File: config.mk
export PLATFORM = sky130hd
export DESIGN_NAME = top_k_min_heap_selector_top
export DESIGN_NICKNAME = d
export VERILOG_FILES = /design/src/rtl/tkh_pkg.sv /design/src/rtl/tkh_slot_ram.sv /design/src/rtl/tkh_seq.sv /design/src/rtl/top_k_min_heap_selector_top.sv
export SDC_FILE = /design/constraint.sdc
export NUM_CORES = 2
export LEC_CHECK = 0
export BUFFER_PORTS_ARGS = -buffer_cell sky130_fd_sc_hd__buf_2
export CAP_MARGIN = 20
export CORE_ASPECT_RATIO = 0.6
export CORE_UTILIZATION = 55
export DETAILED_ROUTE_END_ITERATION = 7
export GPL_TIMING_DRIVEN = 1
export PLACE_DENSITY = 0.79
export SLEW_MARGIN = 0
export SYNTH_ARGS = -nofsm -noshare
export SYNTH_HDL_FRONTEND = slang
export SYNTH_SLANG_ARGS = --single-unit
File: constraint.sdc
create_clock -name clock -period 8.31 [get_ports clock]
set_input_delay 0 -clock clock [delete_from_list [all_inputs] [get_ports clock]]
set_output_delay 0 -clock clock [all_outputs]
set_load 0.01 [all_outputs]
File: src/rtl/tkh_pkg.sv
`default_nettype none

package tkh_pkg;

   localparam int PRI_W  = 32;
   localparam int WORD_W = 32;
   localparam int CAP_W  = 5;

   // Priority of a slot that holds no item.
   localparam logic signed [PRI_W-1:0] MARKER = -32'sd2147483647;

   localparam logic [CAP_W-1:0] CAP_RESET = 5'd16;

   localparam logic ACT_INSERT = 1'b0;
   localparam logic ACT_READ   = 1'b1;

   typedef struct packed {
      logic                    action;
      logic signed [PRI_W-1:0] priority_req;
      logic [WORD_W-1:0]       payload;
   } req_word_type;

   typedef struct packed {
      logic                    entry_valid;
      logic signed [PRI_W-1:0] entry_priority;
      logic [WORD_W-1:0]       entry_payload;
      logic [CAP_W-1:0]        held_count;
      logic                    last;
   } rsp_word_type;

endpackage

`default_nettype wire

File: src/rtl/tkh_slot_ram.sv
`default_nettype none

module tkh_slot_ram
   import tkh_pkg::*;
#(
   parameter int DEPTH   = 16,
   parameter int STORE_W = 32
) (
   input  wire logic                       clock,
   input  wire logic                       reset,
   input  wire logic [$clog2(DEPTH)-1:0]   rd_addr_a,
   input  wire logic [$clog2(DEPTH)-1:0]   rd_addr_b,
   output logic signed [PRI_W-1:0]         rd_pri_a,
   output logic signed [PRI_W-1:0]         rd_pri_b,
   output logic [STORE_W-1:0]              rd_pay_a,
   output logic [STORE_W-1:0]              rd_pay_b,
   input  wire logic                       wr_en,
   input  wire logic [$clog2(DEPTH)-1:0]   wr_addr,
   input  wire logic signed [PRI_W-1:0]    wr_pri,
   input  wire logic [STORE_W-1:0]         wr_pay
);

   logic signed [PRI_W-1:0] pri_mem [DEPTH];
   logic [STORE_W-1:0]      pay_mem [DEPTH];
   logic [DEPTH-1:0]        vld_ff;

   // A slot never written since reset reads as the empty marker.
   always_ff @(posedge clock) begin
      if (reset) begin
         vld_ff <= '0;
      end else if (wr_en) begin
         vld_ff[wr_addr] <= 1'b1;
      end
   end

   always_ff @(posedge clock) begin
      if (wr_en) begin
         pri_mem[wr_addr] <= wr_pri;
         pay_mem[wr_addr] <= wr_pay;
      end
   end

   always_ff @(posedge clock) begin
      rd_pri_a <= vld_ff[rd_addr_a] ? pri_mem[rd_addr_a] : MARKER;
      rd_pri_b <= vld_ff[rd_addr_b] ? pri_mem[rd_addr_b] : MARKER;
      rd_pay_a <= pay_mem[rd_addr_a];
      rd_pay_b <= pay_mem[rd_addr_b];
   end

endmodule

`default_nettype wire

File: src/rtl/tkh_seq.sv
`default_nettype none

module tkh_seq
   import tkh_pkg::*;
#(
   parameter int DEPTH   = 16,
   parameter int STORE_W = 32
) (
   input  wire logic                       clock,
   input  wire logic                       reset,
   input  wire logic                       start,
   output logic                            busy,
   input  wire req_word_type               req_word,
   input  wire logic [$clog2(DEPTH):0]     cap,
   output logic                            rsp_strobe,
   output rsp_word_type                    rsp_word,
   output logic [$clog2(DEPTH)-1:0]        rd_addr_a,
   output logic [$clog2(DEPTH)-1:0]        rd_addr_b,
   input  wire logic signed [PRI_W-1:0]    rd_pri_a,
   input  wire logic signed [PRI_W-1:0]    rd_pri_b,
   input  wire logic [STORE_W-1:0]         rd_pay_a,
   input  wire logic [STORE_W-1:0]         rd_pay_b,
   output logic                            wr_en,
   output logic [$clog2(DEPTH)-1:0]        wr_addr,
   output logic signed [PRI_W-1:0]         wr_pri,
   output logic [STORE_W-1:0]              wr_pay
);

   localparam int IW = $clog2(DEPTH);
   localparam int CW = IW + 1;
   localparam int KW = IW + 2;
   localparam int XW = (CW > CAP_W) ? CW : CAP_W;

   typedef enum logic [2:0] {
      S_IDLE,
      S_ROOT,
      S_NEXT,
      S_CMP,
      S_SCAN
   } state_type;

   state_type               state_ff, state_in;
   logic                    busy_ff, busy_in;
   logic                    rsp_strobe_ff, rsp_strobe_in;
   rsp_word_type            rsp_word_ff, rsp_word_in;
   logic [CAP_W-1:0]        ins_cnt_ff, ins_cnt_in;
   logic signed [PRI_W-1:0] item_pri_ff, item_pri_in;
   logic [STORE_W-1:0]      item_pay_ff, item_pay_in;
   logic [IW-1:0]           off_ff, off_in;
   logic [CW-1:0]           scan_idx_ff, scan_idx_in;
   logic                    rd_live_ff, rd_live_in;
   logic                    have_pend_ff, have_pend_in;
   logic signed [PRI_W-1:0] pend_pri_ff, pend_pri_in;
   logic [STORE_W-1:0]      pend_pay_ff, pend_pay_in;

   logic [KW-1:0]           c1;
   logic [KW-1:0]           c2;
   logic                    take_b;
   logic signed [PRI_W-1:0] child_pri;
   logic [STORE_W-1:0]      child_pay;
   logic [IW-1:0]           child_addr;

   assign c1 = KW'({off_ff, 1'b1});
   assign c2 = c1 + KW'(1);

   // Child compare path: the smaller child, ties going to the left one.
   assign take_b     = (c2 < KW'(cap)) && (rd_pri_a > rd_pri_b);
   assign child_pri  = take_b ? rd_pri_b : rd_pri_a;
   assign child_pay  = take_b ? rd_pay_b : rd_pay_a;
   assign child_addr = take_b ? c2[IW-1:0] : c1[IW-1:0];

   always_comb begin
      state_in      = state_ff;
      rsp_strobe_in = 1'b0;
      rsp_word_in   = rsp_word_ff;
      ins_cnt_in    = ins_cnt_ff;
      item_pri_in   = item_pri_ff;
      item_pay_in   = item_pay_ff;
      off_in        = off_ff;
      scan_idx_in   = scan_idx_ff;
      rd_live_in    = 1'b0;
      have_pend_in  = have_pend_ff;
      pend_pri_in   = pend_pri_ff;
      pend_pay_in   = pend_pay_ff;
      rd_addr_a     = c1[IW-1:0];
      rd_addr_b     = c2[IW-1:0];
      wr_en         = 1'b0;
      wr_addr       = off_ff;
      wr_pri        = item_pri_ff;
      wr_pay        = item_pay_ff;

      unique case (state_ff)
         S_IDLE: begin
            rd_addr_a = '0;
            if (start) begin
               if (req_word.action == ACT_INSERT) begin
                  item_pri_in = req_word.priority_req;
                  item_pay_in = req_word.payload[STORE_W-1:0];
                  off_in      = '0;
                  if (XW'(ins_cnt_ff) < XW'(cap)) begin
                     ins_cnt_in = ins_cnt_ff + CAP_W'(1);
                  end
                  state_in = S_ROOT;
               end else begin
                  scan_idx_in  = '0;
                  have_pend_in = 1'b0;
                  state_in     = S_SCAN;
               end
            end
         end
         S_ROOT: begin
            // The root holds the smallest kept priority.
            if (rd_pri_a < item_pri_ff) begin
               state_in = S_NEXT;
            end else begin
               state_in = S_IDLE;
            end
         end
         S_NEXT: begin
            if (c1 >= KW'(cap)) begin
               wr_en    = 1'b1;
               state_in = S_IDLE;
            end else begin
               state_in = S_CMP;
            end
         end
         S_CMP: begin
            wr_en = 1'b1;
            if (child_pri < item_pri_ff) begin
               // The child moves up into the hole; the item goes on down.
               wr_pri   = child_pri;
               wr_pay   = child_pay;
               off_in   = child_addr;
               state_in = S_NEXT;
            end else begin
               state_in = S_IDLE;
            end
         end
         S_SCAN: begin
            rd_addr_a = scan_idx_ff[IW-1:0];
            // Each held entry is kept pending until the next one is found, so the final one can carry last.
            if (rd_live_ff && (rd_pri_a != MARKER)) begin
               if (have_pend_ff) begin
                  rsp_strobe_in = 1'b1;
                  rsp_word_in   = '{entry_valid: 1'b1, entry_priority: pend_pri_ff,
                                    entry_payload: WORD_W'(pend_pay_ff),
                                    held_count: ins_cnt_ff, last: 1'b0};
               end
               have_pend_in = 1'b1;
               pend_pri_in  = rd_pri_a;
               pend_pay_in  = rd_pay_a;
            end
            if (scan_idx_ff < cap) begin
               scan_idx_in = scan_idx_ff + CW'(1);
               rd_live_in  = 1'b1;
            end else if (!rd_live_ff) begin
               rsp_strobe_in = 1'b1;
               if (have_pend_ff) begin
                  rsp_word_in = '{entry_valid: 1'b1, entry_priority: pend_pri_ff,
                                  entry_payload: WORD_W'(pend_pay_ff),
                                  held_count: ins_cnt_ff, last: 1'b1};
               end else begin
                  rsp_word_in = '{entry_valid: 1'b0, entry_priority: '0,
                                  entry_payload: '0,
                                  held_count: ins_cnt_ff, last: 1'b1};
               end
               state_in = S_IDLE;
            end
         end
         default: begin
            state_in = S_IDLE;
         end
      endcase

      busy_in = (state_in != S_IDLE);
   end

   always_ff @(posedge clock) begin
      if (reset) begin
         state_ff      <= S_IDLE;
         busy_ff       <= 1'b0;
         rsp_strobe_ff <= 1'b0;
         ins_cnt_ff    <= '0;
         rd_live_ff    <= 1'b0;
         have_pend_ff  <= 1'b0;
      end else begin
         state_ff      <= state_in;
         busy_ff       <= busy_in;
         rsp_strobe_ff <= rsp_strobe_in;
         ins_cnt_ff    <= ins_cnt_in;
         rd_live_ff    <= rd_live_in;
         have_pend_ff  <= have_pend_in;
      end
      rsp_word_ff <= rsp_word_in;
      item_pri_ff <= item_pri_in;
      item_pay_ff <= item_pay_in;
      off_ff      <= off_in;
      scan_idx_ff <= scan_idx_in;
      pend_pri_ff <= pend_pri_in;
      pend_pay_ff <= pend_pay_in;
   end

   assign busy       = busy_ff;
   assign rsp_strobe = rsp_strobe_ff;
   assign rsp_word   = rsp_word_ff;

endmodule

`default_nettype wire

File: src/rtl/top_k_min_heap_selector_top.sv
`default_nettype none

// Keeps the capacity highest-priority words seen in a min-heap of slots.
// A word is taken at a clock edge with start high and busy low. An insert
// keeps busy high until it is done: it first reads the root, then each
// heap level has a read step, to fetch both children from the two-port
// slot memory, and a step to compare and write through its single write
// port. A read-out walks the slot memory one address a cycle, giving at
// most one result word a cycle. Every result sits on rsp_word for exactly
// one cycle under rsp_strobe, and the receiver must take it then, since
// the block cannot be held off. The capacity register is taken whenever
// csr_valid is high and should be written only while idle.
module top_k_min_heap_selector_top
   import tkh_pkg::*;
#(
   parameter int DEPTH         = 16,
   parameter int PAYLOAD_WIDTH = 32
) (
   input  wire logic               clock,
   input  wire logic               reset,
   input  wire logic               start,
   output logic                    busy,
   input  wire req_word_type       req_word,
   output logic                    rsp_strobe,
   output rsp_word_type            rsp_word,
   input  wire logic               csr_valid,
   output logic                    csr_ready,
   input  wire logic [CAP_W-1:0]   csr_data
);

   localparam int IW      = $clog2(DEPTH);
   localparam int CW      = IW + 1;
   localparam int STORE_W = (PAYLOAD_WIDTH < WORD_W) ? PAYLOAD_WIDTH : WORD_W;

   logic [CAP_W-1:0]        csr_ff;
   logic [CW-1:0]           cap;
   logic [IW-1:0]           rd_addr_a;
   logic [IW-1:0]           rd_addr_b;
   logic signed [PRI_W-1:0] rd_pri_a;
   logic signed [PRI_W-1:0] rd_pri_b;
   logic [STORE_W-1:0]      rd_pay_a;
   logic [STORE_W-1:0]      rd_pay_b;
   logic                    wr_en;
   logic [IW-1:0]           wr_addr;
   logic signed [PRI_W-1:0] wr_pri;
   logic [STORE_W-1:0]      wr_pay;

   assign csr_ready = 1'b1;

   always_ff @(posedge clock) begin
      if (reset) begin
         csr_ff <= CAP_RESET;
      end else if (csr_valid && csr_ready) begin
         csr_ff <= csr_data;
      end
   end

   // A capacity of zero acts as one, and one above the slot count as full.
   always_comb begin
      priority if (csr_ff == '0) begin
         cap = CW'(1);
      end else if (int'(csr_ff) > DEPTH) begin
         cap = CW'(DEPTH);
      end else begin
         cap = CW'(csr_ff);
      end
   end

   tkh_seq #(
      .DEPTH   (DEPTH),
      .STORE_W (STORE_W)
   ) u_seq (
      .clock      (clock),
      .reset      (reset),
      .start      (start),
      .busy       (busy),
      .req_word   (req_word),
      .cap        (cap),
      .rsp_strobe (rsp_strobe),
      .rsp_word   (rsp_word),
      .rd_addr_a  (rd_addr_a),
      .rd_addr_b  (rd_addr_b),
      .rd_pri_a   (rd_pri_a),
      .rd_pri_b   (rd_pri_b),
      .rd_pay_a   (rd_pay_a),
      .rd_pay_b   (rd_pay_b),
      .wr_en      (wr_en),
      .wr_addr    (wr_addr),
      .wr_pri     (wr_pri),
      .wr_pay     (wr_pay)
   );

   tkh_slot_ram #(
      .DEPTH   (DEPTH),
      .STORE_W (STORE_W)
   ) u_slot_ram (
      .clock     (clock),
      .reset     (reset),
      .rd_addr_a (rd_addr_a),
      .rd_addr_b (rd_addr_b),
      .rd_pri_a  (rd_pri_a),
      .rd_pri_b  (rd_pri_b),
      .rd_pay_a  (rd_pay_a),
      .rd_pay_b  (rd_pay_b),
      .wr_en     (wr_en),
      .wr_addr   (wr_addr),
      .wr_pri    (wr_pri),
      .wr_pay    (wr_pay)
   );

   // A word that is not the final one of a read-out comes while still busy.
   a_mid_word_busy: assert property (@(posedge clock) disable iff (reset)
      (rsp_strobe && !rsp_word.last) |-> busy)
      else $error("read-out word without last came while idle");

   a_empty_is_last: assert property (@(posedge clock) disable iff (reset)
      (rsp_strobe && !rsp_word.entry_valid) |-> rsp_word.last)
      else $error("empty read-out word without last");

   a_read_goes_busy: assert property (@(posedge clock) disable iff (reset)
      (start && !busy && (req_word.action == ACT_READ)) |=> (busy && !rsp_strobe))
      else $error("read-out did not enter its walk");

   a_insert_silent: assert property (@(posedge clock) disable iff (reset)
      (start && !busy && (req_word.action == ACT_INSERT)) |=> !rsp_strobe)
      else $error("insert produced a result word");

endmodule

`default_nettype wire

# Yosys cells after proc, flatten, opt, wreduce, memory -nomap -nowiden
# Memories as Yosys holds them, arrays and structs flattened. A register that Yosys moved wholly into a read port is not among the register bits.
# Index checks and enable logic that the tools add are counted.
[classes]
n_addsub = 3
n_mul = 0
n_div = 0
order_cmp = 12
n_eq_ne = 11
shift = 0
muxes = 50
bitwise = 3
n_reduce_logical = 17
[op_table]
columns = ["op", "count"]
rows = [
  ["$mux W71", 5],
  ["$mux W32", 6],
  ["$lt A32 B32 Y1", 2],
  ["$gt A32 B32 Y1", 1],
  ["$ne A32 B32 Y1 const B", 1],
  ["$mux W5", 5],
  ["$mux W4", 4],
  ["$or A16 B16 Y16", 1],
  ["$pmux W4 S2", 2],
  ["$reduce_and A4 Y1", 4],
  ["$lt A4 B5 Y1 const B", 3],
  ["$pmux W3 S5", 1],
  ["$mux W1", 14],
  ["$mux W3", 4],
  ["$add A5 B1 Y5 const B", 2],
  ["$lt A5 B5 Y1", 2],
  ["$pmux W5 S2", 1],
  ["$bmux W1 S4", 2],
  ["$add A5 B1 Y6 const B", 1],
  ["$eq A3 B2 Y1 const B", 2],
  ["$lt A6 B5 Y1", 1],
  ["$mux W2", 3],
  ["$ne A2 B1 Y1 const B", 3],
  ["$ne A2 B2 Y1 const B", 3],
  ["17 further kinds", 23],
]
[totals]
reg_bits = 241
latch_bits = 0
ramBits = 1024
romBits = 0
output_inout_bits = 74
word_cells = 117
n_memories = 2
[memory_table]
columns = ["name", "depth", "word_bits", "rd", "rd_ports_with_merged_regs", "write_ports", "line_no", "rtl"]
rows = [
  ["u_slot_ram.pay_mem", 16, 32, 2, 2, 1, "tkh_slot_ram.sv:24", "logic [STORE_W-1:0] pay_mem [DEPTH];"],
  ["u_slot_ram.pri_mem", 16, 32, 2, 2, 1, "tkh_slot_ram.sv:23", "logic signed [PRI_W-1:0] pri_mem [DEPTH];"],
]

# Logic depth before layout (Yosys ltp)
[depth]
ltp_word = 10
mapped_depth = 23

# Cells and area by module
# A second synthesis with hierarchy kept.
[unflattened]
cells_unflattened = 3108
hier_area_um2 = 61677.9
[by_module_without_submodules]
columns = ["mod", "instances", "cells_per_inst", "area_each_um2"]
rows = [
  ["tkh_slot_ram", 1, 2181, 49363.6],
  ["tkh_seq", 1, 902, 12090.3],
  ["top_k_min_heap_selector_top", 1, 25, 224.0],
]

# Least setup slack after synthesis
# No wires, ideal clock.
[synth_path]
kind = "reg-to-reg"
start = "reg u_seq.off_ff[0] (netlist: u_seq.wr_addr[0])"
end = "mem u_slot_ram.pay_mem[0][0] (enable)"
arrival_ns = 7.274
required_ns = 7.743
setup_slack_ns = 0.469
path_stages_with_launch = 12
n_path_buf = 3
period_less_slack_ns = 7.841
path_cell_list = "edfxtp_1 -> clkbuf_1 -> clkbuf_1 -> buf_1 -> inv_1 -> ha_1 -> o31ai_1 -> nand2_1 -> a22o_1 -> nor3b_1 -> nand2_1 -> nor3_1"
[synth_between]
elab_chain_cells = 5
[synth_lines]
columns = ["item", "line_no", "rtl"]
rows = [
  ["start: declaration", "tkh_seq.sv:49", "logic [IW-1:0] off_ff, off_in;"],
  ["start signal: assignment", "tkh_seq.sv:197", "off_ff <= off_in;"],
  ["$ge A5 B5 Y1", "tkh_seq.sv:120", "if (c1 >= KW'(cap)) begin"],
  ["$mux W1", "tkh_seq.sv:120", ""],
  ["$pmux W1 S2", "tkh_seq.sv:92", "unique case (state_ff)"],
  ["$mux W1", "tkh_slot_ram.sv:37", "if (wr_en) begin"],
  ["$mux W1 (not written as such)", "tkh_slot_ram.sv:39", "pay_mem[wr_addr] <= wr_pay;"],
  ["end: declaration", "tkh_slot_ram.sv:24", ""],
]
# Parallel ways exist; a longest one is shown, timed or not.

# Worst setup path in the final report
[layout_path]
start = "reg u_slot_ram.rd_pri_a[31] (read register of u_slot_ram.pri_mem)"
end = "mem u_slot_ram.pay_mem[13][26], data pin"
[layout_between]
elab_chain_cells = 6
word_cells_on_any_way = 7
cone_classes = "2 x order compare; 4 x mux; 1 x reduce/logical"
[layout_lines]
columns = ["item", "line_no", "rtl"]
rows = [
  ["start: declaration", "tkh_slot_ram.sv:13", "output logic signed [PRI_W-1:0] rd_pri_a,"],
  ["$gt A32 B32 Y1", "tkh_seq.sv:67", "assign take_b = (c2 < KW'(cap)) && (rd_pri_a > rd_pri_b);"],
  ["$logic_and A1 B1 Y1", "tkh_seq.sv:67", ""],
  ["$mux W32", "tkh_seq.sv:68", "assign child_pri = take_b ? rd_pri_b : rd_pri_a;"],
  ["$lt A32 B32 Y1", "tkh_seq.sv:129", "if (child_pri < item_pri_ff) begin"],
  ["$mux W32 (*)", "tkh_seq.sv:129", ""],
  ["$mux W32 (*)", "tkh_seq.sv:92", ""],
  ["named net u_seq.wr_pay[26]", "tkh_seq.sv:26", "output logic [STORE_W-1:0] wr_pay"],
]
# Mark *: on every way through the listed nets, which the timed path passes. The rest lies on a longest branch.

==> results.json <==
{
  "grt_usage": 0.308,
  "via_per_inst": 6.53,
  "synth_cells": 4522,
  "seq_area_frac_synth": 0.677,
  "critical_path_required_ps": 8720,
  "port_buffers": 146,
  "path_depth": 19,
  "fillers": 7381,
  "ctsResizeCount": 0,
  "finClkSkew_ps": 33.2,
  "synth_edf_count": 1232,
  "place_ws_ps": 1120,
  "io_pins": 148,
  "gp_congestion": 0.970,
  "first_iter_violations": 6581,
  "grtUsageMet2": 0.447,
  "endpoint_kind": "flop",
  "route.detailed.drc": 0,
  "layout.cells.non_filler": 6237,
  "avgSynthCellArea_um2": 13.1,
  "area.growth.synth_to_final_pct": 13.3,
  "hp-class": "input pin to flop",
  "r2r_cells": 19,
  "fin_util": 0.635,
  "gr-total-overflow": 0,
  "vias": 40700,
  "cts_num_sinks": 1393,
  "die_w_um": 426,
  "syn_nets": 4712,
  "setup-violations-final": 0,
  "r2r-end": "u_slot_ram.pay_mem[13][26]$_DFFE_PP_",
  "seqPwrFrac": 0.495,
  "synth_area_mm2": 0.0594,
  "min_period_ps": 7500,
  "cts.clk_slew.worst_paths_ps": 60,
  "dp_cells": 5848,
  "synth_top_area_share": 0.623,
  "grt_start_max_net_pins": 215,
  "irDropWorstVdd_mv": 0.213,
  "cpLargestDelayFamily": "simple AND/OR/NAND/NOR gates",
  "hold_viol": 0,
  "p_leak_nw": 24.0,
  "tns_ps": 0,
  "drtAntennaViolNets": 0,
  "synthTopCellsByArea": "edfxtp_1, nand2_1, dfxtp_1",
  "gr-usage-met3": 0.0960,
  "slowest_stage": "buf_4",
  "fin_ws_ps": 805,
  "cts_buffers": 131,
  "synthArstFlopShare": 0,
  "finalNetCount": 4908,
  "use_met1": 0.436,
  "final_common_cell": "nand2_1",
  "placed_cell_area_mm2": 0.0617,
  "maxCapViolations": 0,
  "cts-root-buf": "clkbuf_16",
  "die-area_mm2": 0.109,
  "insertion_delay_ps": 760,
  "p_clk_frac": 0.371,
  "drt_first_pass_iters": 6,
  "relSlewSlack": 0.225,
  "core.rowCount": 92,
  "power_density_mw_per_mm2": 237,
  "seq_area_mm2": 0.0402,
  "routed_wl_um": 170000,
  "mostFrequentLayoutCells": "nand2_1, edfxtp_1, nand3_1, a311oi_1, dfxtp_1",
  "yosysWarnings": 0,
  "cp.arrival_ps": 7910,
  "p_int_mw": 11.9,
  "crit_path_start_kind": "flop",
  "ctsHtreeMaxLevel": 4,
  "dpl.hpwl_um": 91900,
  "final.period_utilization": 0.903,
  "cp_num_buf_inv": 3,
  "worstSetupPathType": "flop to flop",
  "worst_pin_slew_ps": 1160,
  "post_cts_buffers": 0,
  "rsz0062_at_grt": "false",
  "status": "complete, no violations",
  "synthFlopType": "edfxtp_1",
  "grt_pass1_wl_um": 249000,
  "final_max_slew_viol_count": 0,
  "synth_cell_types": 57,
  "busiest_layer": "met2",
  "yosysTopAreaCell": "edfxtp_1",
  "cts_tree": "yes",
  "swShare": 0.255,
  "initial_core_util": 0.560,
  "hold_start": "req_word[61]",
  "r2r_setup_slack_ps": 810,
  "grt_pass1_vias": 38800,
  "grt_antenna_before_repair": 5,
  "critical_path.startpoint": "u_slot_ram.rd_pri_a[31]$_SDFF_PN1_",
  "crit_end": "u_slot_ram.pay_mem[13][26]$_DFFE_PP_",
  "cpMostUsedCell": "buf_4",
  "drive_above_1_share": 0.144,
  "crit_chain": "ha_1, nand4_1, nor4_2, and4_1, a221oi_1, and4_1, nor3_4, buf_4, buf_4, mux2_2, ha_1, a21o_1, a21o_1, a21oi_1, o21ai_0, xnor2_1, a211oi_4, buf_4, mux2_1",
  "cts.hold.buffers_added": 147,
  "switching_power_mw": 4.07,
  "reg2reg_from": "u_slot_ram.rd_pri_a[31]$_SDFF_PN1_",
  "die_y_um": 257,
  "path_max_fanout": 33,
  "fin_area_mm2": 0.0673,
  "routedWlPerCell_um": 27.3,
  "cts_buffer_depth": 3,
  "power_mw": 16.0,
  "combPwrFrac": 0.133,
  "fmax_ghz": 0.133,
  "hold_ws_ps": 41.5,
  "multi_input_area_mm2": 0.0180,
  "synth.ff_latch_count": 1393,
  "cp_slowest_stage_delay_ps": 690,
  "coreArea_mm2": 0.106
}
-- synthesized netlist by cell type, types with 16 or more instances --
cell type  count
nor3b_1       31
inv_1         78
nand2_1     1244
o21ai_0       22
a31oi_1       38
nor2_1        48
mux2_2       122
a22o_1        65
o21a_1        19
a21o_1        21
nand3_1      407
edfxtp_1    1232
buf_1         40
ha_1         116
and3_1       104
a21oi_1       69
nand4_1       16
clkbuf_1     250
mux4_2       130
a311oi_1     192
dfxtp_1      161
-- power by group through the flow --
stage | clock [mW] | sequential, mW | combinational, mW
detailed placement | 0 | 8.05 | 2.00
global placement | 0 | 8.04 | 1.94
finish | 5.92 | 7.90 | 2.13
floorplan | 0 | 8.00 | 1.37
global route | 6.20 | 7.91 | 2.25
CTS | 5.93 | 7.90 | 2.06
-- layer usage --
metal / up-vias / share of wire
met4: 4 / 0.031
li1: 17300 / -
met1: 19700 / 0.38
met5: - / 0.0012
met2: 3291 / 0.44
met3: 401 / 0.15
-- kinds of logic after synthesis --
family                     count (synthesis)  synth area share
muxes                                    269            0.0755
buffers and inverters                    378            0.0247
xor gates and xnor gates                  12           0.00177
other                                      1         0.0000631
adders and majority gates                116            0.0244
and+or+nand+nor                         1894             0.137
AOI/OAI and AO/OA                        459            0.0594
DFF                                     1393             0.677
-- final cells by class --
class | count | share of cell area
diodes | 5 | 0.000186
repair buffers | 362 | 0.0428
multi-input cells | 2751 | 0.267
clock inverters | 53 | 0.00625
flip-flops and latches | 1393 | 0.597
well taps | 1410 | 0.0262
clock buffers | 184 | 0.0557
inverters | 79 | 0.00448
-- worst min-delay path by stage --
stage / endpoint / cells after the start
2_1_floorplan: u_seq.state_ff[2]$_SDFF_PP0_ / 1
3_3_place_gp: u_seq.item_pay_ff[31]$_DFFE_PP_ / 1
3_5_place_dp: u_seq.item_pay_ff[16]$_DFFE_PP_ / 1
4_1_cts: u_seq.item_pri_ff[29]$_DFFE_PP_ / 2
5_1_grt: u_seq.item_pri_ff[29]$_DFFE_PP_ / 2
6_report: u_seq.item_pri_ff[29]$_DFFE_PP_ / 2
No activity file was read; power rests on OpenSTA's default activity.
